<file path="src/rtl/wavhdr_pkg.sv">
// Shared types and constants for the RIFF/WAVE header parser.
// Depends on nothing; used by wavhdr_parser and wav_header_chunk_parser.
package wavhdr_pkg;

  // Chunk tags, first file byte in the most significant position.
  localparam logic [31:0] TAG_RIFF = 32'h5249_4646;
  localparam logic [31:0] TAG_WAVE = 32'h5741_5645;
  localparam logic [31:0] TAG_FMT  = 32'h666D_7420;
  localparam logic [31:0] TAG_DATA = 32'h6461_7461;

  localparam logic [31:0] FMT_MIN_SIZE = 32'd16;
  localparam logic [15:0] BITS_8       = 16'd8;
  localparam logic [15:0] BITS_16      = 16'd16;
  localparam logic [15:0] CHAN_MONO    = 16'd1;
  localparam logic [15:0] CHAN_STEREO  = 16'd2;
  localparam logic [15:0] AFMT_PCM     = 16'd1;

  // Byte index within a tag or size field, or within the fmt body (saturates at 16).
  localparam int unsigned FS_W = 5;

  typedef enum logic [3:0] {
    PH_RIFF      = 4'd0,
    PH_RIFF_SIZE = 4'd1,
    PH_WAVE      = 4'd2,
    PH_FMT_TAG   = 4'd3,
    PH_FMT_SIZE  = 4'd4,
    PH_FMT_BODY  = 4'd5,
    PH_NAME      = 4'd6,
    PH_SIZE      = 4'd7,
    PH_BODY      = 4'd8,
    PH_STOP      = 4'd9
  } phase_t;

  typedef enum logic [2:0] {
    FC_UNSUPPORTED = 3'd0,
    FC_MONO8       = 3'd1,
    FC_STEREO8     = 3'd2,
    FC_MONO16      = 3'd3,
    FC_STEREO16    = 3'd4
  } fmt_code_t;

  typedef struct packed {
    logic        header_ok;
    logic        pcm_format;
    logic [2:0]  format_code;
    logic [31:0] sample_rate;
    logic        data_found;
    logic [31:0] data_offset;
    logic [31:0] data_size;
    logic        fmt_too_short;
  } summary_t;

endpackage

</file>
<file path="src/rtl/wavhdr_parser.sv">
// Byte-wise chunk walker for the RIFF/WAVE header parser.
// Depends on wavhdr_pkg; holds the parse state and forms the file summary.
module wavhdr_parser (
  input  logic                  clk,
  input  logic                  rst_n,
  input  logic                  byte_en,
  input  logic [7:0]            file_byte,
  input  logic                  last_byte,
  output wavhdr_pkg::summary_t  summary
);

  logic [31:0]                    pos_r, pos_nxt;
  wavhdr_pkg::phase_t             phase_r, phase_nxt;
  logic [31:0]                    tag_r, tag_nxt;
  logic [wavhdr_pkg::FS_W-1:0]    fs_r, fs_nxt;
  logic [31:0]                    rem_r, rem_nxt;
  logic                           hdr_ok_r, hdr_ok_nxt;
  logic [15:0]                    afmt_r, afmt_nxt;
  logic [15:0]                    chan_r, chan_nxt;
  logic [31:0]                    rate_r, rate_nxt;
  logic [15:0]                    bits_r, bits_nxt;
  logic                           dseen_r, dseen_nxt;
  logic [31:0]                    dstart_r, dstart_nxt;
  logic [31:0]                    dlen_r, dlen_nxt;
  logic                           fshort_r, fshort_nxt;

  logic [31:0]                    tag_shift;
  logic [wavhdr_pkg::FS_W-1:0]    fs_inc;
  logic                           field_done;
  logic [31:0]                    size_acc;
  logic [31:0]                    rem_dec;
  logic [31:0]                    pos_inc;

  assign tag_shift  = {tag_r[23:0], file_byte};
  assign fs_inc     = fs_r + wavhdr_pkg::FS_W'(1);
  assign field_done = (fs_r[1:0] == 2'd3);
  assign rem_dec    = rem_r - 32'd1;
  assign pos_inc    = pos_r + 32'd1;

  always_comb begin
    size_acc = rem_r;
    case (fs_r[1:0])
      2'd0:    size_acc[7:0]   = rem_r[7:0]   | file_byte;
      2'd1:    size_acc[15:8]  = rem_r[15:8]  | file_byte;
      2'd2:    size_acc[23:16] = rem_r[23:16] | file_byte;
      default: size_acc[31:24] = rem_r[31:24] | file_byte;
    endcase
  end

  // Next parse state for one byte.
  always_comb begin
    phase_nxt  = phase_r;
    tag_nxt    = tag_r;
    fs_nxt     = fs_r;
    rem_nxt    = rem_r;
    hdr_ok_nxt = hdr_ok_r;
    afmt_nxt   = afmt_r;
    chan_nxt   = chan_r;
    rate_nxt   = rate_r;
    bits_nxt   = bits_r;
    dseen_nxt  = dseen_r;
    dstart_nxt = dstart_r;
    dlen_nxt   = dlen_r;
    fshort_nxt = fshort_r;
    pos_nxt    = pos_r;

    if (byte_en) begin
      pos_nxt = pos_inc;
      case (phase_r)
        wavhdr_pkg::PH_RIFF, wavhdr_pkg::PH_WAVE, wavhdr_pkg::PH_FMT_TAG: begin
          tag_nxt = tag_shift;
          fs_nxt  = fs_inc;
          if (field_done) begin
            fs_nxt = '0;
            if (phase_r == wavhdr_pkg::PH_RIFF) begin
              phase_nxt = (tag_shift == wavhdr_pkg::TAG_RIFF) ?
                          wavhdr_pkg::PH_RIFF_SIZE : wavhdr_pkg::PH_STOP;
            end else if (phase_r == wavhdr_pkg::PH_WAVE) begin
              phase_nxt = (tag_shift == wavhdr_pkg::TAG_WAVE) ?
                          wavhdr_pkg::PH_FMT_TAG : wavhdr_pkg::PH_STOP;
            end else if (tag_shift == wavhdr_pkg::TAG_FMT) begin
              phase_nxt  = wavhdr_pkg::PH_FMT_SIZE;
              hdr_ok_nxt = 1'b1;
              rem_nxt    = '0;
            end else begin
              phase_nxt = wavhdr_pkg::PH_STOP;
            end
          end
        end
        wavhdr_pkg::PH_RIFF_SIZE: begin
          fs_nxt = fs_inc;
          if (field_done) begin
            fs_nxt    = '0;
            phase_nxt = wavhdr_pkg::PH_WAVE;
          end
        end
        wavhdr_pkg::PH_FMT_SIZE: begin
          rem_nxt = size_acc;
          fs_nxt  = fs_inc;
          if (field_done) begin
            fs_nxt     = '0;
            fshort_nxt = (size_acc < wavhdr_pkg::FMT_MIN_SIZE);
            phase_nxt  = (size_acc != '0) ? wavhdr_pkg::PH_FMT_BODY : wavhdr_pkg::PH_NAME;
          end
        end
        wavhdr_pkg::PH_FMT_BODY: begin
          case (fs_r)
            5'd0:    afmt_nxt[7:0]   = afmt_r[7:0]   | file_byte;
            5'd1:    afmt_nxt[15:8]  = afmt_r[15:8]  | file_byte;
            5'd2:    chan_nxt[7:0]   = chan_r[7:0]   | file_byte;
            5'd3:    chan_nxt[15:8]  = chan_r[15:8]  | file_byte;
            5'd4:    rate_nxt[7:0]   = rate_r[7:0]   | file_byte;
            5'd5:    rate_nxt[15:8]  = rate_r[15:8]  | file_byte;
            5'd6:    rate_nxt[23:16] = rate_r[23:16] | file_byte;
            5'd7:    rate_nxt[31:24] = rate_r[31:24] | file_byte;
            5'd14:   bits_nxt[7:0]   = bits_r[7:0]   | file_byte;
            5'd15:   bits_nxt[15:8]  = bits_r[15:8]  | file_byte;
            default: ;
          endcase
          if (fs_r < wavhdr_pkg::FS_W'(wavhdr_pkg::FMT_MIN_SIZE)) begin
            fs_nxt = fs_inc;
          end
          rem_nxt = rem_dec;
          if (rem_dec == '0) begin
            fs_nxt    = '0;
            phase_nxt = wavhdr_pkg::PH_NAME;
          end
        end
        wavhdr_pkg::PH_NAME: begin
          tag_nxt = tag_shift;
          fs_nxt  = fs_inc;
          if (field_done) begin
            fs_nxt    = '0;
            rem_nxt   = '0;
            phase_nxt = wavhdr_pkg::PH_SIZE;
          end
        end
        wavhdr_pkg::PH_SIZE: begin
          rem_nxt = size_acc;
          fs_nxt  = fs_inc;
          if (field_done) begin
            fs_nxt = '0;
            if (tag_r == wavhdr_pkg::TAG_DATA) begin
              dseen_nxt  = 1'b1;
              dstart_nxt = pos_inc;
              dlen_nxt   = size_acc;
            end
            phase_nxt = (size_acc != '0) ? wavhdr_pkg::PH_BODY : wavhdr_pkg::PH_NAME;
          end
        end
        wavhdr_pkg::PH_BODY: begin
          rem_nxt = rem_dec;
          if (rem_dec == '0) begin
            phase_nxt = wavhdr_pkg::PH_NAME;
          end
        end
        default: ;
      endcase
    end
  end

  // Summary of the file as it stands after the current byte.
  always_comb begin
    summary = '0;
    if (hdr_ok_nxt) begin
      summary.header_ok     = 1'b1;
      summary.pcm_format    = (afmt_nxt == wavhdr_pkg::AFMT_PCM);
      summary.sample_rate   = rate_nxt;
      summary.data_found    = dseen_nxt;
      summary.data_offset   = dseen_nxt ? dstart_nxt : '0;
      summary.data_size     = dseen_nxt ? dlen_nxt : '0;
      summary.fmt_too_short = fshort_nxt;
      summary.format_code   = wavhdr_pkg::FC_UNSUPPORTED;
      if (bits_nxt == wavhdr_pkg::BITS_8) begin
        if (chan_nxt == wavhdr_pkg::CHAN_MONO) begin
          summary.format_code = wavhdr_pkg::FC_MONO8;
        end else if (chan_nxt == wavhdr_pkg::CHAN_STEREO) begin
          summary.format_code = wavhdr_pkg::FC_STEREO8;
        end
      end else if (bits_nxt == wavhdr_pkg::BITS_16) begin
        if (chan_nxt == wavhdr_pkg::CHAN_MONO) begin
          summary.format_code = wavhdr_pkg::FC_MONO16;
        end else if (chan_nxt == wavhdr_pkg::CHAN_STEREO) begin
          summary.format_code = wavhdr_pkg::FC_STEREO16;
        end
      end
    end
  end

  always_ff @(posedge clk) begin
    if (!rst_n || (byte_en && last_byte)) begin
      pos_r    <= '0;
      phase_r  <= wavhdr_pkg::PH_RIFF;
      tag_r    <= '0;
      fs_r     <= '0;
      rem_r    <= '0;
      hdr_ok_r <= 1'b0;
      afmt_r   <= '0;
      chan_r   <= '0;
      rate_r   <= '0;
      bits_r   <= '0;
      dseen_r  <= 1'b0;
      dstart_r <= '0;
      dlen_r   <= '0;
      fshort_r <= 1'b0;
    end else begin
      pos_r    <= pos_nxt;
      phase_r  <= phase_nxt;
      tag_r    <= tag_nxt;
      fs_r     <= fs_nxt;
      rem_r    <= rem_nxt;
      hdr_ok_r <= hdr_ok_nxt;
      afmt_r   <= afmt_nxt;
      chan_r   <= chan_nxt;
      rate_r   <= rate_nxt;
      bits_r   <= bits_nxt;
      dseen_r  <= dseen_nxt;
      dstart_r <= dstart_nxt;
      dlen_r   <= dlen_nxt;
      fshort_r <= fshort_nxt;
    end
  end

endmodule

</file>
<file path="src/rtl/wav_header_chunk_parser.sv">
// Top level of the RIFF/WAVE header parser: handshakes and the result register.
// Depends on wavhdr_pkg and wavhdr_parser.
//
// Usage. The input channel carries one file byte per word (in_file_byte) with
// a flag on the final byte of the file (in_last_byte). The parser checks the
// "RIFF", "WAVE" and leading "fmt " tags, captures the fmt fields and walks the
// chunk headers, remembering the offset and size of the last "data" chunk.
// Bytes that are not the last produce no word on the output channel.
// When the last byte is accepted, one summary word is loaded into the output
// register and shown on the out_ ports from the next cycle.
// Throughput is one byte per clock: the parse state and the summary logic sit
// between the byte handshake and the output register, a single pass per byte.
// When the receiver stalls with a summary pending, in_ready drops until that
// word is taken; bytes of a new file flow again in the cycle it leaves.
// After the last byte the parse state returns to its reset values, so the
// next byte starts a new file.
// Reset (rst_n low, synchronous) clears the parse state and empties the
// output register.
module wav_header_chunk_parser (
  input  logic        clk,
  input  logic        rst_n,
  input  logic        in_valid,
  output logic        in_ready,
  input  logic [7:0]  in_file_byte,
  input  logic        in_last_byte,
  output logic        out_valid,
  input  logic        out_ready,
  output logic        out_header_ok,
  output logic        out_pcm_format,
  output logic [2:0]  out_format_code,
  output logic [31:0] out_sample_rate,
  output logic        out_data_found,
  output logic [31:0] out_data_offset,
  output logic [31:0] out_data_size,
  output logic        out_fmt_too_short
);

  logic                  in_fire;
  logic                  out_valid_r, out_valid_nxt;
  wavhdr_pkg::summary_t  summary;
  wavhdr_pkg::summary_t  res_r;

  // A pending summary blocks new bytes only while the receiver holds it.
  assign in_ready = !out_valid_r || out_ready;
  assign in_fire  = in_valid && in_ready;

  wavhdr_parser u_parser (
    .clk       (clk),
    .rst_n     (rst_n),
    .byte_en   (in_fire),
    .file_byte (in_file_byte),
    .last_byte (in_last_byte),
    .summary   (summary)
  );

  always_comb begin
    out_valid_nxt = out_valid_r;
    if (out_valid_r && out_ready) begin
      out_valid_nxt = 1'b0;
    end
    if (in_fire && in_last_byte) begin
      out_valid_nxt = 1'b1;
    end
  end

  always_ff @(posedge clk) begin
    if (!rst_n) begin
      out_valid_r <= 1'b0;
    end else begin
      out_valid_r <= out_valid_nxt;
    end
  end

  // Payload register: loaded only with the summary of a finished file.
  always_ff @(posedge clk) begin
    if (in_fire && in_last_byte) begin
      res_r <= summary;
    end
  end

  assign out_valid         = out_valid_r;
  assign out_header_ok     = res_r.header_ok;
  assign out_pcm_format    = res_r.pcm_format;
  assign out_format_code   = res_r.format_code;
  assign out_sample_rate   = res_r.sample_rate;
  assign out_data_found    = res_r.data_found;
  assign out_data_offset   = res_r.data_offset;
  assign out_data_size     = res_r.data_size;
  assign out_fmt_too_short = res_r.fmt_too_short;

  // A final byte always yields a summary word in the following cycle.
  a_last_gives_word: assert property (@(posedge clk) disable iff (!rst_n)
    (in_fire && in_last_byte) |=> out_valid)
    else $error("final byte accepted but no summary word followed");

  // A byte that is not the last never creates a summary word.
  a_no_spurious_word: assert property (@(posedge clk) disable iff (!rst_n)
    (!out_valid && !(in_fire && in_last_byte)) |=> !out_valid)
    else $error("summary word appeared without a final byte");

  // A rejected header reports nothing else.
  a_bad_header_zero: assert property (@(posedge clk) disable iff (!rst_n)
    (out_valid && !out_header_ok) |-> (!out_pcm_format &&
      out_format_code == wavhdr_pkg::FC_UNSUPPORTED &&
      out_sample_rate == 32'd0 && !out_data_found && !out_fmt_too_short))
    else $error("fields set in a summary with a rejected header");

  // Without a data chunk the data offset and size stay zero.
  a_no_data_zero: assert property (@(posedge clk) disable iff (!rst_n)
    (out_valid && !out_data_found) |-> (out_data_offset == 32'd0 && out_data_size == 32'd0))
    else $error("data offset or size reported without a data chunk");

endmodule

</file>
<file path="config.mk">
export PLATFORM = sky130hd
export DESIGN_NAME = wav_header_chunk_parser
export DESIGN_NICKNAME = d
export VERILOG_FILES = /design/src/rtl/wavhdr_pkg.sv /design/src/rtl/wavhdr_parser.sv /design/src/rtl/wav_header_chunk_parser.sv
export SDC_FILE = /design/constraint.sdc
export NUM_CORES = 1
export LEC_CHECK = 0
export ABC_AREA = 1
export BUFFER_PORTS_ARGS = -buffer_cell sky130_fd_sc_hd__buf_4
export CAP_MARGIN = 40
export CORE_MARGIN = 2
export CORE_UTILIZATION = 50
export DETAILED_ROUTE_END_ITERATION = 6
export GPL_TIMING_DRIVEN = 0
export PLACE_DENSITY = 0.69
export SLEW_MARGIN = 5
export SYNTH_ARGS = -nofsm -noshare
export SYNTH_HDL_FRONTEND = slang
export SYNTH_SLANG_ARGS = --single-unit
</file>
<file path="constraint.sdc">
create_clock -name clk -period 13.25 [get_ports clk]
set_clock_uncertainty 0.1 [all_clocks]
set_input_delay 0.6625 -clock clk [delete_from_list [all_inputs] [get_ports clk]]
set_output_delay 0.6625 -clock clk [all_outputs]
set_load 0.1 [all_outputs]
</file>
Word level (Yosys, flattened, before mapping). Cells that the tools add are included.

Register bits: 356. Output and inout port bits: 105.

$add $sub $neg: 3. Order comparisons: 2. Equality and inequality tests: 39. Muxes and demuxes: 78. Bitwise logic cells: 14. Reduce and logical (&&, ||, !) cells: 27.

Operators with widths (count): 32-bit two-way mux (17); 32-bit by 31-bit == test with 1-bit output (second input constant) (4); 32-bit case mux with 4 select lines (1); 8-bit two-way mux (14); 8-bit bitwise OR (14); 103-bit two-way mux (1); 16-bit two-way mux (6); 4-bit two-way mux (12); 32-bit by 1-bit adder with 32-bit output (second input constant) (1); 16-bit by 1-bit == test with 1-bit output (second input constant) (2); 32-bit zero test (1); 32-bit by 5-bit < comparator with 1-bit output (second input constant) (1); 32-bit nonzero test (1); 32-bit by 1-bit subtractor with 32-bit output (second input constant) (1); 4-bit case mux with 6 select lines (1); 5-bit by 3-bit == test with 1-bit output (second input constant) (4); 16-bit by 2-bit == test with 1-bit output (second input constant) (1); 16-bit by 4-bit == test with 1-bit output (second input constant) (1); 16-bit by 5-bit == test with 1-bit output (second input constant) (1); 4-bit by 3-bit == test with 1-bit output (second input constant) (4); 1-bit two-way mux (15); 3-bit two-way mux (5); 5-bit two-way mux (3); 2-bit by 1-bit inequality test with 1-bit output (second input constant) (7); other kinds (31) (45).

Logic depth before layout (Yosys ltp).
Word-level depth: 10. Depth in mapped cells: 18.

Hierarchy. From an unflattened synthesis, not the netlist that was laid out.

Cells, all modules: 1976. Area, all modules: 15552.4 µm².

By module, submodules not included: wavhdr_parser (times used 1, cells an instance 1862, area each 12388.1 µm², seq. area each 5044.8 µm²); wav_header_chunk_parser (times used 1, cells an instance 114, area each 3164.3 µm², seq. area each 3113.0 µm²).

Worst setup path before layout. Ideal clock, no wire load.

Path type: register to register. Start point: register out_valid_r, in the netlist out_valid. End point: register res_r (netlist bit out_data_found), enable pin. Setup time: 566 ps. Arrival: 6585 ps. Data required time: 12584 ps. Path slack: 5999 ps. Stages on the path, launching flop included: 6. Buffers on the path: 2. Clock period less this slack: 7251 ps. Cells stage by stage: dfxtp_1 nand2_1 nand2_1 clkbuf_1 clkbuf_1 nor2_1.

Cells in the longest elaborated chain, start to end: 4.

RTL lines: start: declaration (line wav_header_chunk_parser.sv:39) `logic out_valid_r, out_valid_nxt;`; start signal: assignment (line wav_header_chunk_parser.sv:70) `out_valid_r <= out_valid_nxt;`; 1-bit zero test (line wav_header_chunk_parser.sv:44) `assign in_ready = !out_valid_r || out_ready;`; 1-bit logical OR (line wav_header_chunk_parser.sv:44); net in_ready (line wav_header_chunk_parser.sv:23) `output logic in_ready,`; 1-bit logical AND (line wav_header_chunk_parser.sv:45) `assign in_fire = in_valid && in_ready;`; 1-bit logical AND (line wav_header_chunk_parser.sv:76) `if (in_fire && in_last_byte) begin`; end signal: assignment (line wav_header_chunk_parser.sv:77) `res_r <= summary;`; end: declaration (line wav_header_chunk_parser.sv:41) `wavhdr_pkg::summary_t res_r;`.

The timed path passes the listed nets, and every way through them passes these cells. A chain may end at the register's enable or synchronous reset.

Worst setup path after layout.
Start point: register out_valid_r, in the netlist out_valid. End point: register res_r (netlist bit out_data_offset[17]) (data pin).

Cells in the longest elaborated chain, start to end: 5. Elaborated cells between the ends (all ways): 7. Classes of those cells: mux (3); reduce/logical (4).

RTL lines: 1-bit zero test * (line wav_header_chunk_parser.sv:44); 1-bit logical OR * (line wav_header_chunk_parser.sv:44); 1-bit logical AND * (line wav_header_chunk_parser.sv:45); 1-bit two-way mux (line wavhdr_parser.sv:67) `if (byte_en) begin`; 2-bit AND reduction (no source line).

Mark *: on every way between the ends. The rest lies on a longest branch, timed or not.

==> metrics.cfg <==
[sta]
max_clock_freq_mhz = 317
hold_viol_final = 0
rsz0062_at_grt = false
fin_crit_sh_pct = 23.8
relSlewSlack_pct = 46.6
setup_viol = 0
whs_ns = 0.351
final.min_clock_period_ns = 3.15
fin_setup_tns_ns = 0
slew_violations = 0
worst_pin_slew_ns = 0.800

[setup_path]
critPathArrivalTime_ns = 3.33
crit_required_ns = 13.43
r2r-start = out_valid
cp-end-kind = flop
cp_max_fo = 10
crit_chain = nand2_1, nand2_1, clkinv_1, nand3_1, clkinv_1, o21ai_1, buf_4, buf_2, nor2_1
worstSetupStartpoint = out_valid
slowest_delay_ns = 0.45
cp_slowest_cell = clkinv_1
critPathKind = reg2reg
critPathLaunchType = flop

[drt]
vias = 13962
ant_nets = 0
viasPerCell = 5.39
dr.first_iter.drc_count = 1256
dr.pass1.iters = 6
wl_per_cell_um = 17.2
drc = 0
wl_mm = 44.5

[layout]
mostFrequentLayoutCells = nor2_1 (426), nand2_1 (296), dfxtp_1 (253)
layout_commonest_cell = nor2_1
area_growth_syn_to_layout_pct = 16.6
design_area_um2 = 18300
layout-drive-gt1-share_pct = 11.9
finalNetCount = 2187
antenna_cells = 0

[logic_synthesis]
synthesis.area_um2 = 15700
synth-edff-count = 103
synthArstFlopShare_pct = 0
yosysWarnings = 0
synth_flop_cell = dfxtp_1
ys_types = 47
yosys-top-cells-area = dfxtp_1 (32%), edfxtp_1 (20%), nor2_1 (10%), nand2_1 (7.1%), a21oi_1 (6.0%)
synth_area_leader_cell = dfxtp_1
synth_seq_cells = 356
yosysTopAreaCellShare_pct = 32.2
syn_area_per_cell_um2 = 7.84
yosysSeqAreaShare_pct = 51.9
netlist_instances = 2003
synth_fp_nets = 2026

[global_routing]
overflow = 0
antenna_found_initial = 0
grt_max_degree = 32
grt_pass1_wl_mm = 70.8
grt_pass1_vias = 13480
gr-usage-all-layers_pct = 27.1

[floorplan]
die_h_um = 181
die_w_um = 181
rows = 64
ios = 118
start_util_pct = 51.1
core_area_um2 = 30700
die_area_um2 = 32900

[placement]
numPortBuffers = 116
place_area_um2 = 17200
globalplace.congestion = 0.981
dp_hpwl_mm = 32.5

[cts]
cts_tree = yes
htreeDepth = 2
clock_latency_ns = 0.54
cts_hold_buffers = 0
clkSinkCount = 356
post-cts-setup-buffers = 0
cts_buffer_depth = 3
numCtsBuffers = 37
clk_transition_reported_paths_ns = 0.06
cts-resized-gates = 0
cts-root-buf = clkbuf_16

[pwr]
power_leakage_nw = 7.39
ir_worst_vdd_v = 0.0000917
finalPower_mw = 2.46
pwr_density_cell_nw_per_um2 = 134

[worst_hold_path]
min-delay-start = u_parser.afmt_r[12]
hold_path.class = reg2reg

[outcome]
status = complete, no violations

[run]
cap_viol_max_count = 0

[final timing paths]
| check | slack [ns] | cells past startpoint | end |
|---|---|---|---|
| setup / recovery | 10.10 | 9 | out_data_offset[17] |
| setup reg to reg | 10.10 | 9 | out_data_offset[17] |
| hold / removal | 0.35 | 2 | u_parser.afmt_r[12] |
| hold reg to reg | 0.35 | 2 | u_parser.afmt_r[12] |
[metrics by stage]
step                      util (%)  setup slack [ns]  instances
after floorplan                  -              6.00       2003
after CTS                     59.6             10.10       2589
final                         59.6             10.10       2589
after global placement        55.5              4.52       2515
after global routing          59.6              9.90       2589
after detailed placement      55.9              9.64       2521
[power by group]
part           switching (mW)  leakage [nW]  internal, mW
sequential             0.0204          2.95          1.15
clock                   0.435         0.559         0.555
combinational           0.241          3.87        0.0625
[flip-flops by register name (all words and copies together), names as in the netlist, 3 cells and up]
register and flops:
out_data_offset 32, out_data_size 32, out_sample_rate 32, u_parser.dlen_r 32
u_parser.dstart_r 32, u_parser.pos_r 32, u_parser.rate_r 32, u_parser.rem_r 32
u_parser.tag_r 32, u_parser.afmt_r 16, u_parser.bits_r 16, u_parser.chan_r 16
u_parser.fs_r 5, u_parser.phase_r 4, out_format_code 3
[worst max-delay path: cells and delay by family (launching register included)]
family / cells / cell delay, ns
AND/OR/NAND/NOR: 4 / 0.88
buffers and inverters: 4 / 1.21
flip-flops: 1 / 0.33
AO/OA/AOI/OAI: 1 / 0.37
[area by class of cell]
cell class | count | area (um2)
multi-input combinational | 1333 | 6330
timing repair buffer | 122 | 955
clock inverter | 14 | 97.6
buffer | 78 | 357
sequential | 356 | 8160
inverter | 236 | 886
tap | 396 | 495
fill | 2844 | 12400
clock buffer | 54 | 1050
[synthesized netlist by cell type, types with 5 or more instances]
library cell and number:
edfxtp_1 103, nand3_1 45, inv_1 222, o21ai_0 147, dfxtp_1 253, nand2_1 296
buf_2 14, nor2_2 22, nand2_2 6, nand4_1 30, inv_2 10, nor3_1 24
buf_6 5, o21bai_1 17, ha_1 10, a21oi_1 188, nor2_1 427, o21ai_1 17
nor4_1 13, xor2_1 30, o22ai_1 13, clkbuf_1 52
[cell families after synthesis]
logic type,count (synthesis),share of synthesized area [%]
compound gates,399,13.4
xor+xnor,33,1.84
fa+ha+maj,10,0.796
buf+inv,314,7.91
flops,356,51.9
simple gates,891,24.2
[metal layers]
layer  vias up  track usage (%)  wire length, um
li1       6822                -                -
met1      6531             35.8            19300
met2       515             44.8            20400
met3        94             5.10             3340
met4         0             9.43             1470
met5         -                0                0
No activity file was read; power rests on OpenSTA's default activity.
